[config.mk]
export PLATFORM = sky130hd
export DESIGN_NAME = link_retry_backoff_controller_flat
export DESIGN_NICKNAME = d
export VERILOG_FILES = /design/src/rtl/lrbc_pkg.sv /design/src/rtl/lrbc_chan_if.sv /design/src/rtl/link_retry_backoff_controller.sv /design/src/flat_wrapper.sv
export SDC_FILE = /design/constraint.sdc
export NUM_CORES = 1
export LEC_CHECK = 0
export ABC_AREA = 1
export BUFFER_PORTS_ARGS = -buffer_cell sky130_fd_sc_hd__buf_2
export CAP_MARGIN = 20
export CORE_ASPECT_RATIO = 1.4
export CORE_MARGIN = 3
export CORE_UTILIZATION = 30
export CTS_CLUSTER_DIAMETER = 30
export DETAILED_ROUTE_END_ITERATION = 8
export GPL_TIMING_DRIVEN = 0
export PLACE_DENSITY = 0.48
export SLEW_MARGIN = 20
export SYNTH_ARGS = -nofsm -noshare
export SYNTH_HDL_FRONTEND = slang
export SYNTH_SLANG_ARGS = --single-unit
[constraint.sdc]
create_clock -name clock -period 3.57 [get_ports clock]
set_input_delay 0.1785 -clock clock [delete_from_list [all_inputs] [get_ports clock]]
set_output_delay 0.1785 -clock clock [all_outputs]
set_load 0.05 [all_outputs]
[src/rtl/lrbc_pkg.sv]
package lrbc_pkg;

   // Field widths
   localparam int unsigned TimeWidth    = 32;
   localparam int unsigned InitialWidth = 30;
   localparam int unsigned DelayWidth   = 31;
   localparam int unsigned LevelWidth   = 8;
   localparam int unsigned BarsWidth    = 2;
   localparam int unsigned CsrIdxWidth  = 3;
   localparam int unsigned CsrDataWidth = 32;

   // Register reset values
   localparam logic [TimeWidth-1:0]    ResetConnectTimeout = 32'd12000;
   localparam logic [InitialWidth-1:0] ResetInitialBackoff = 30'd30000;
   localparam logic [DelayWidth-1:0]   ResetMaxBackoff     = 31'd1800000;
   localparam logic [LevelWidth-1:0]   ResetStrongLevel    = 8'hC9;
   localparam logic [LevelWidth-1:0]   ResetFairLevel      = 8'hBA;

   // Strength classes
   localparam logic [BarsWidth-1:0] BarsNone   = 2'd0;
   localparam logic [BarsWidth-1:0] BarsWeak   = 2'd1;
   localparam logic [BarsWidth-1:0] BarsFair   = 2'd2;
   localparam logic [BarsWidth-1:0] BarsStrong = 2'd3;

   typedef enum logic [CsrIdxWidth-1:0] {
      CSR_CONNECT_TIMEOUT = 3'd0,
      CSR_INITIAL_BACKOFF = 3'd1,
      CSR_MAX_BACKOFF     = 3'd2,
      CSR_STRONG_LEVEL    = 3'd3,
      CSR_FAIR_LEVEL      = 3'd4
   } csr_index_type;

   typedef struct packed {
      logic [TimeWidth-1:0]         now_ms;
      logic                         link_up;
      logic signed [LevelWidth-1:0] signal_level;
   } req_payload_type;

   typedef struct packed {
      logic                  connected;
      logic [BarsWidth-1:0]  signal_bars;
      logic                  newly_connected;
      logic                  link_lost;
      logic                  start_attempt;
      logic                  abort_attempt;
      logic [DelayWidth-1:0] retry_delay_ms;
   } rsp_payload_type;

endpackage

[src/rtl/lrbc_chan_if.sv]
interface lrbc_req_if;
   logic                      valid;
   logic                      ready;
   lrbc_pkg::req_payload_type payload;

   modport source (output valid, output payload, input ready);
   modport sink   (input valid, input payload, output ready);
endinterface

interface lrbc_rsp_if;
   logic                      valid;
   logic                      ready;
   lrbc_pkg::rsp_payload_type payload;

   modport source (output valid, output payload, input ready);
   modport sink   (input valid, input payload, output ready);
endinterface

[src/rtl/link_retry_backoff_controller.sv]
// Link retry controller with exponential backoff.
// req_chan: one service tick per transfer (now_ms, link_up, signal_level).
// rsp_chan: exactly one result per tick, in order (link status, bar count,
//   connect/lost events, start/abort pulses for the radio, retry delay used).
// csr_*: plain write port for the five timing and level registers; write
//   only while no tick is in flight.
// A req transfer reaches rsp_chan through the input register, then the
//   result register. Throughput: one tick per cycle while rsp_chan does not
//   stall; the combinational path is one 32-bit subtract/compare for the
//   timeout, one for the schedule check and one add for the next attempt time.
// Reset (synchronous, active high) empties both stages, restores register
//   defaults and returns to idle: no schedule, no attempt, delay at the
//   initial backoff. The first down tick then starts an attempt.
// When rsp_chan stalls, the result register holds and one more tick waits
//   in the input register; req_chan.ready then drops until the result moves.
module link_retry_backoff_controller (
   input  logic                                    clock,
   input  logic                                    reset,
   lrbc_req_if.sink                                req_chan,
   lrbc_rsp_if.source                              rsp_chan,
   input  logic                                    csr_write_en,
   input  logic [lrbc_pkg::CsrIdxWidth-1:0]        csr_index,
   input  logic [lrbc_pkg::CsrDataWidth-1:0]       csr_wdata
);

   // Configuration registers
   logic [lrbc_pkg::TimeWidth-1:0]           timeout_ff;
   logic [lrbc_pkg::InitialWidth-1:0]        initial_ff;
   logic [lrbc_pkg::DelayWidth-1:0]          max_ff;
   logic signed [lrbc_pkg::LevelWidth-1:0]   strong_ff;
   logic signed [lrbc_pkg::LevelWidth-1:0]   fair_ff;

   // Pipeline registers
   logic                       s1_valid_ff, s1_valid_in;
   lrbc_pkg::req_payload_type  s1_data_ff;
   logic                       out_valid_ff, out_valid_in;
   lrbc_pkg::rsp_payload_type  out_data_ff, out_next;

   // Controller state
   logic                              was_up_ff, was_up_in;
   logic                              running_ff, running_in;
   logic                              sched_valid_ff, sched_valid_in;
   logic [lrbc_pkg::TimeWidth-1:0]    start_time_ff, start_time_in;
   logic [lrbc_pkg::TimeWidth-1:0]    next_time_ff, next_time_in;
   logic [lrbc_pkg::DelayWidth-1:0]   delay_ff, delay_in;

   // Datapath
   logic                              req_xfer, out_load;
   logic [lrbc_pkg::TimeWidth-1:0]    elapsed, wait_diff, sched_time, doubled;
   logic                              timed_out, due;
   logic [lrbc_pkg::DelayWidth-1:0]   capped;

   // ---------------------------------------------------------------- handshake
   // Advance the input stage when the result register is empty or draining.
   assign out_load       = s1_valid_ff && (!out_valid_ff || rsp_chan.ready);
   assign req_chan.ready = !s1_valid_ff || out_load;
   assign req_xfer       = req_chan.valid && req_chan.ready;

   assign rsp_chan.valid   = out_valid_ff;
   assign rsp_chan.payload = out_data_ff;

   always_comb begin
      s1_valid_in = s1_valid_ff;
      if (req_xfer) begin
         s1_valid_in = 1'b1;
      end else if (out_load) begin
         s1_valid_in = 1'b0;
      end
      out_valid_in = out_valid_ff;
      if (out_load) begin
         out_valid_in = 1'b1;
      end else if (rsp_chan.ready) begin
         out_valid_in = 1'b0;
      end
   end

   always_ff @(posedge clock) begin
      if (reset) begin
         s1_valid_ff  <= 1'b0;
         out_valid_ff <= 1'b0;
      end else begin
         s1_valid_ff  <= s1_valid_in;
         out_valid_ff <= out_valid_in;
      end
   end

   // Payload registers: load on transfer, hold otherwise.
   always_ff @(posedge clock) begin
      if (req_xfer) begin
         s1_data_ff <= req_chan.payload;
      end
      if (out_load) begin
         out_data_ff <= out_next;
      end
   end

   // ---------------------------------------------------------- configuration
   always_ff @(posedge clock) begin
      if (reset) begin
         timeout_ff <= lrbc_pkg::ResetConnectTimeout;
         initial_ff <= lrbc_pkg::ResetInitialBackoff;
         max_ff     <= lrbc_pkg::ResetMaxBackoff;
         strong_ff  <= lrbc_pkg::ResetStrongLevel;
         fair_ff    <= lrbc_pkg::ResetFairLevel;
      end else if (csr_write_en) begin
         case (lrbc_pkg::csr_index_type'(csr_index))
            lrbc_pkg::CSR_CONNECT_TIMEOUT: begin
               timeout_ff <= csr_wdata[lrbc_pkg::TimeWidth-1:0];
            end
            lrbc_pkg::CSR_INITIAL_BACKOFF: begin
               initial_ff <= csr_wdata[lrbc_pkg::InitialWidth-1:0];
            end
            lrbc_pkg::CSR_MAX_BACKOFF: begin
               max_ff <= csr_wdata[lrbc_pkg::DelayWidth-1:0];
            end
            lrbc_pkg::CSR_STRONG_LEVEL: begin
               strong_ff <= csr_wdata[lrbc_pkg::LevelWidth-1:0];
            end
            lrbc_pkg::CSR_FAIR_LEVEL: begin
               fair_ff <= csr_wdata[lrbc_pkg::LevelWidth-1:0];
            end
            default: begin
               // drop writes to unused indexes
            end
         endcase
      end
   end

   // ---------------------------------------------------------- tick datapath
   // Time differences are modulo 2^32; the schedule check uses the sign bit
   // of the difference so it survives clock wrap.
   assign elapsed    = s1_data_ff.now_ms - start_time_ff;
   assign timed_out  = (elapsed >= timeout_ff);
   assign wait_diff  = s1_data_ff.now_ms - next_time_ff;
   assign due        = !sched_valid_ff || !wait_diff[lrbc_pkg::TimeWidth-1];
   assign sched_time = s1_data_ff.now_ms + {1'b0, delay_ff};
   // Double the delay and cap it; the doubled value needs the full 32 bits.
   assign doubled    = {delay_ff, 1'b0};
   assign capped     = (doubled < {1'b0, max_ff}) ?
                       doubled[lrbc_pkg::DelayWidth-1:0] : max_ff;

   always_comb begin
      out_next       = '0;
      was_up_in      = was_up_ff;
      running_in     = running_ff;
      sched_valid_in = sched_valid_ff;
      start_time_in  = start_time_ff;
      next_time_in   = next_time_ff;
      delay_in       = delay_ff;

      if (s1_data_ff.link_up) begin
         // Link up: report, classify strength, restore the initial backoff.
         out_next.connected = 1'b1;
         if (s1_data_ff.signal_level >= strong_ff) begin
            out_next.signal_bars = lrbc_pkg::BarsStrong;
         end else if (s1_data_ff.signal_level >= fair_ff) begin
            out_next.signal_bars = lrbc_pkg::BarsFair;
         end else begin
            out_next.signal_bars = lrbc_pkg::BarsWeak;
         end
         out_next.newly_connected = !was_up_ff;
         was_up_in  = 1'b1;
         running_in = 1'b0;
         delay_in   = {1'b0, initial_ff};
      end else begin
         out_next.signal_bars = lrbc_pkg::BarsNone;
         if (was_up_ff) begin
            // First down tick: schedule the next attempt one delay ahead.
            out_next.link_lost      = 1'b1;
            out_next.retry_delay_ms = delay_ff;
            was_up_in      = 1'b0;
            next_time_in   = sched_time;
            sched_valid_in = 1'b1;
         end
         if (running_ff) begin
            // Attempt in flight: abort on timeout, reschedule, back off.
            if (timed_out) begin
               out_next.abort_attempt  = 1'b1;
               out_next.retry_delay_ms = delay_ff;
               running_in     = 1'b0;
               next_time_in   = sched_time;
               sched_valid_in = 1'b1;
               delay_in       = capped;
            end
         end else if (was_up_ff ? (delay_ff == '0) : due) begin
            // A schedule made on this very tick is due only for a zero delay.
            out_next.start_attempt = 1'b1;
            start_time_in = s1_data_ff.now_ms;
            running_in    = 1'b1;
         end
      end
   end

   always_ff @(posedge clock) begin
      if (reset) begin
         was_up_ff      <= 1'b0;
         running_ff     <= 1'b0;
         sched_valid_ff <= 1'b0;
         start_time_ff  <= '0;
         next_time_ff   <= '0;
         delay_ff       <= {1'b0, lrbc_pkg::ResetInitialBackoff};
      end else if (out_load) begin
         was_up_ff      <= was_up_in;
         running_ff     <= running_in;
         sched_valid_ff <= sched_valid_in;
         start_time_ff  <= start_time_in;
         next_time_ff   <= next_time_in;
         delay_ff       <= delay_in;
      end
   end

   // ------------------------------------------------------------- assertions
   // An up tick always leaves no attempt running.
   a_up_clears_attempt: assert property (@(posedge clock) disable iff (reset)
      (out_load && out_next.connected) |=> !running_ff)
      else $error("attempt still running after an up tick");

   // A started attempt is recorded with the tick's time.
   a_start_records_time: assert property (@(posedge clock) disable iff (reset)
      (out_load && out_next.start_attempt) |=>
         (running_ff && (start_time_ff == $past(s1_data_ff.now_ms))))
      else $error("attempt start not recorded");

   // A tick waiting behind a stalled result stays in the input stage.
   a_stage_holds: assert property (@(posedge clock) disable iff (reset)
      (s1_valid_ff && !out_load) |=> (s1_valid_ff && $stable(s1_data_ff)))
      else $error("input stage lost a waiting tick");

endmodule

[src/flat_wrapper.sv]
// flat-port wrapper written by rule: the top's interface ports become plain ports
module link_retry_backoff_controller_flat 
  (clock, reset, csr_write_en, csr_index, csr_wdata, req_chan_valid, req_chan_payload, req_chan_ready, rsp_chan_valid, rsp_chan_payload, rsp_chan_ready);
  lrbc_req_if req_chan_i ();
  lrbc_rsp_if rsp_chan_i ();
  input  logic clock;
  input  logic reset;
  input  logic csr_write_en;
  input  logic [lrbc_pkg::CsrIdxWidth-1:0] csr_index;
  input  logic [lrbc_pkg::CsrDataWidth-1:0] csr_wdata;
  input wire logic [$bits(req_chan_i.valid)-1:0] req_chan_valid;
  input wire logic [$bits(req_chan_i.payload)-1:0] req_chan_payload;
  output wire logic [$bits(req_chan_i.ready)-1:0] req_chan_ready;
  output wire logic [$bits(rsp_chan_i.valid)-1:0] rsp_chan_valid;
  output wire logic [$bits(rsp_chan_i.payload)-1:0] rsp_chan_payload;
  input wire logic [$bits(rsp_chan_i.ready)-1:0] rsp_chan_ready;
  assign req_chan_i.valid = req_chan_valid;
  assign req_chan_i.payload = req_chan_payload;
  assign req_chan_ready = req_chan_i.ready;
  assign rsp_chan_valid = rsp_chan_i.valid;
  assign rsp_chan_payload = rsp_chan_i.payload;
  assign rsp_chan_i.ready = rsp_chan_ready;
  link_retry_backoff_controller u_core (.clock(clock), .reset(reset), .req_chan(req_chan_i), .rsp_chan(rsp_chan_i), .csr_write_en(csr_write_en), .csr_index(csr_index), .csr_wdata(csr_wdata));
endmodule
==> flow_results.org <==
** Clock network
- Clock-pin slew was measured on the worst setup and hold paths at 0.05 ns.
- Counting the buffers created by CTS gives 71.
- Largest buffer count on any clock path :: 3
- The root buffer cell chosen for the clock tree is sky130_fd_sc_hd__clkbuf_16.
- TritonCTS built the clock tree.
- In this run the number of H-tree levels came out at 3.
- TritonCTS sink count :: 288
- For the worst-skew pair, the clock arrives at the later sink with an insertion delay of 0.62 ns.

** Power
- The analysis attributes to cell leakage a power of 10.4 nW.
- Worst IR Drop VDD :: 301 uV
- PwrDens :: 525 nW/um2

** Die
- Floorplan row count :: 103
- After floorplanning, the core was sized to cover 56700 um2.
- The floorplan step defined a die boundary enclosing 60600 um2.
- DIE WIDTH :: 209 um
- Ports placed on the boundary :: 121
- In this run the vertical extent of the chip is 290 um.
- Starting utilization of the core area :: 30.5%

** STA
- The count of endpoints failing hold in the final timing report is 0.
- Transition time at the pin with the least slew margin :: 1.13 ns
- The max-slew violation count is 0.
- Of the available clock period, the critical path in the final layout requires 117%.
- For the final database, setup skew stands at 0.0278 ns.
- Final critical-path setup slack :: -0.608 ns
- Final-report setup violation count :: 97
- Worst slew margin relative to its limit :: 24.4%
- Setup repair after global routing missed its margin :: yes
- Final critical path time including I/O delays and setup :: 4.18 ns
- Timing would allow up to 0.239 GHz.

** Route
- The routed design has 66000 um of wire.
- Summing over every cut layer, the via total after detailed routing is 16700.
- Final antenna-violating net count :: 0
- After detailed routing, the average wire length per cell comes to 19.0 um.
- The first routing iteration left 927 violations.
- In the routed design, unresolved DRC markers number 0.
- For this run, the detailed router's first-pass iteration total came to 5.
- Using the TritonRoute via totals, the vias-per-cell ratio works out to 4.81.

** Layout
- Area growth from synthesis to layout :: 32.6%
- Utilization of the core after routing :: 40.5%
- Share of final-layout standard cells stronger than drive strength 1 :: 14.6%
- Antenna Diode Count :: 0
- Fill count :: 5812
- Net count, final :: 2938

** Outcome
- The checks that failed: setup timing.
- Run status :: finished with violations

** GRT
- The initial antenna violation count is 1.
- Maximum number of pins on one net before global-route repair :: 48
- Global routing used 21.3% of the available tracks across all layers.
- Via count of the first global-routing pass :: 16500
- The first global-routing pass estimated 98200 um of wire.
- Residual overflow from global routing :: 0

** Logic synthesis
- By area the synthesized netlist is led by sky130_fd_sc_hd__dfxtp_1 (24%), sky130_fd_sc_hd__edfxtp_1 (14%), sky130_fd_sc_hd__ha_1 (12%).
- After synthesis, the largest family of logic cells by area is simple AND/OR/NAND/NOR gates.
- Of the total synthesized cell area, the portion taken by XOR and XNOR cells is 2.18%.
- Number of synthesized flops with an enable pin :: 79
- Compound-Gate Fraction of Synth Area :: 13.6%
- A synthesized cell averages 7.31 um2.
- When the netlist entered floorplanning its net count stood at 2620.
- The most used flip-flop cell after synthesis is sky130_fd_sc_hd__dfxtp_1.
- Most frequent cells after synthesis :: sky130_fd_sc_hd__nand2_1 (486), sky130_fd_sc_hd__nor2_1 (311), sky130_fd_sc_hd__inv_1 (301), sky130_fd_sc_hd__dfxtp_1 (209), sky130_fd_sc_hd__a21oi_1 (195)
- The synthesized netlist devotes 24.9% of its cell area to simple gates.
- Fraction of synthesized area in multiplexers :: 0%
- During synthesis, Yosys emitted a total of 0 warnings.
- Fraction of registers with async set/reset :: 0%
- After synthesis the netlist holds a flip-flop and latch count of 288.
- Syn Inst Count :: 2367
- Mapped Area :: 17300 um2
- Adder-cell share of the synthesized area :: 12.5%
- Most numerous cell in the Yosys netlist :: sky130_fd_sc_hd__nand2_1
- Register area share after synthesis :: 37.9%
- Top-area cell type share of the netlist area :: 24.2%
- sky130_fd_sc_hd__dfxtp_1 takes more of the synthesized area than any other cell.
- Unique masters post-synth :: 47

** Worst setup path
- Critical path arrival :: 4.50 ns
- STA classifies the critical path endpoint as a flop.
- The largest single stage delay on the critical path is 0.50 ns.
- The kind of cell with the highest combined delay along the critical path is buffers and inverters.
- Critical path type :: reg -> reg
- Cell count of the worst reg-to-reg path :: 25
- Together, buffers and inverters on the worst path number 8.
- Worst Setup Start Kind :: flop
- Number of logic stages on the critical path including buffering :: 25
- CP Data Required Time :: 3.90 ns
- CP max FO :: 10
- Cell type of the slowest stage on the worst timing path :: sky130_fd_sc_hd__edfxtp_1

** Place
- The congestion estimate from routability-driven global placement came to 0.946.
- Buffers placed on the I/O ports in this run total 120.
- Prior to clock tree synthesis, the placed netlist has a worst setup slack of -1.54 ns.
- After legalization and detailed placement, the total HPWL measured 50700 um.

** Run
- Max Cap Viol :: 0

** Hold path
- Class of the tightest hold or removal check :: in -> reg
- Worst hold path depth :: 3
-- layout make-up --
class | count | area, um2 | area share, %
buffer | 82 | 463 | 2.02
clock buffer | 91 | 1930 | 8.42
clock inverter | 41 | 452 | 1.97
inverter | 306 | 1160 | 5.05
multi-input combinational | 1692 | 9670 | 42.1
sequential | 288 | 6560 | 28.6
tap | 735 | 920 | 4.01
timing repair buffer | 244 | 1800 | 7.85
-- worst min-delay path, delay by kind of cell --
kind,cells,cell delay (ns)
and+or+nand+nor,1,0.21
buffers and inverters,1,0.10
AOI/OAI and AO/OA,1,0.10
-- logic make-up (layout without fill, tap and decap cells) --
family,Yosys count,after routing
buffers and inverters,388,764
adders and majority gates,172,172
xor gates and xnor gates,43,43
and+or+nand+nor,1037,1038
AOI/OAI and AO/OA,439,439
DFF,288,288
-- report_power, final --
| group | total, mW | switching (mW) | internal, mW |
|---|---|---|---|
| logic | 2.08 | 1.33 | 0.755 |
| clock network | 6.33 | 2.23 | 4.10 |
| registers | 3.63 | 0.113 | 3.51 |
-- registers in the layout, indices dropped and copies added (netlist names) --
name and count:
u_core.next_time_ff 32, u_core.start_time_ff 32, u_core.rsp_chan.valid 1, u_core.s1_data_ff 41, u_core.timeout_ff 32, u_core.running_ff 1
u_core.initial_ff 30, u_core.rsp_chan.payload 38, u_core.sched_valid_ff 1, u_core.max_ff 31, u_core.s1_valid_ff 1, u_core.was_up_ff 1
u_core.delay_ff 31, u_core.fair_ff 8, u_core.strong_ff 8
-- through the flow --
stage	TNS [ns]	cell area, um2	cells	hold WS [ns]	power [mW]
2_1_floorplan	0	17300	2367	0.277	4.90
3_3_place_gp	-109.50	18800	3222	0.357	5.48
3_5_place_dp	-113.77	18800	3223	0.357	5.51
4_1_cts	-54.02	22700	3469	0.00573	12.1
5_1_grt	-78.25	22900	3479	0.0588	12.6
6_report	-52.18	22900	3479	0.0451	12.0
-- path summary, 6_finish.rpt --
| kind | from | end | slack [ns] |
|---|---|---|---|
| setup / recovery | u_core.s1_data_ff[9] | u_core.rsp_chan.payload[16] | -0.61 |
| hold / removal | csr_index[2] | u_core.fair_ff[6] | 0.05 |
| setup reg to reg | u_core.s1_data_ff[9] | u_core.rsp_chan.payload[16] | -0.61 |
| hold reg to reg | u_core.strong_ff[4] | u_core.strong_ff[4] | 0.46 |
-- layout by cell type (no fill, tap or decap), types with 5 or more instances in the layout --
master                          instances
sky130_fd_sc_hd__a21oi_1              184
sky130_fd_sc_hd__a21oi_2               10
sky130_fd_sc_hd__buf_2                127
sky130_fd_sc_hd__buf_4                 47
sky130_fd_sc_hd__buf_6                  8
sky130_fd_sc_hd__buf_8                  6
sky130_fd_sc_hd__clkbuf_1              66
sky130_fd_sc_hd__clkbuf_16             73
sky130_fd_sc_hd__clkbuf_8               6
sky130_fd_sc_hd__clkinv_2              11
sky130_fd_sc_hd__clkinv_4               5
sky130_fd_sc_hd__clkinvlp_4             9
sky130_fd_sc_hd__dfxtp_1              209
sky130_fd_sc_hd__dlygate4sd3_1         78
sky130_fd_sc_hd__edfxtp_1              79
sky130_fd_sc_hd__ha_1                 165
sky130_fd_sc_hd__inv_1                297
sky130_fd_sc_hd__inv_6                  6
sky130_fd_sc_hd__nand2_1              481
sky130_fd_sc_hd__nand2_2                5
sky130_fd_sc_hd__nand3_1              134
sky130_fd_sc_hd__nand3_2                5
sky130_fd_sc_hd__nand3b_1               8
sky130_fd_sc_hd__nand4_1               12
sky130_fd_sc_hd__nor2_1               303
sky130_fd_sc_hd__nor2_2                 6
sky130_fd_sc_hd__nor3_1                28
sky130_fd_sc_hd__nor3_2                19
sky130_fd_sc_hd__nor3_4                 8
sky130_fd_sc_hd__nor4_1                 9
sky130_fd_sc_hd__o211ai_1              25
sky130_fd_sc_hd__o21a_1                 7
sky130_fd_sc_hd__o21ai_0              155
sky130_fd_sc_hd__o21ai_1               28
sky130_fd_sc_hd__o21bai_1               7
sky130_fd_sc_hd__xnor2_1               17
sky130_fd_sc_hd__xor2_1                26
-- routing by layer --
metal  wire [um]  GRT usage (%)
met5           0              0
met4        3060           10.5
met1       27300           24.9
met2       32800           37.8
met3        2880           3.01
-- repair_timing --
| item | in CTS | in global routing |
|---|---|---|
| endpoints found under the setup margin | 97 | 97 |
| hold endpoints to repair | 136 | 0 |
| gates cloned | 3 | 1 |
| hold buffers | 78 | 0 |
| gates resized for setup | 98 | 27 |
| setup buffers | 34 | 10 |
| pin swaps | 15 | 11 |
No activity file was read; power rests on OpenSTA's default activity.
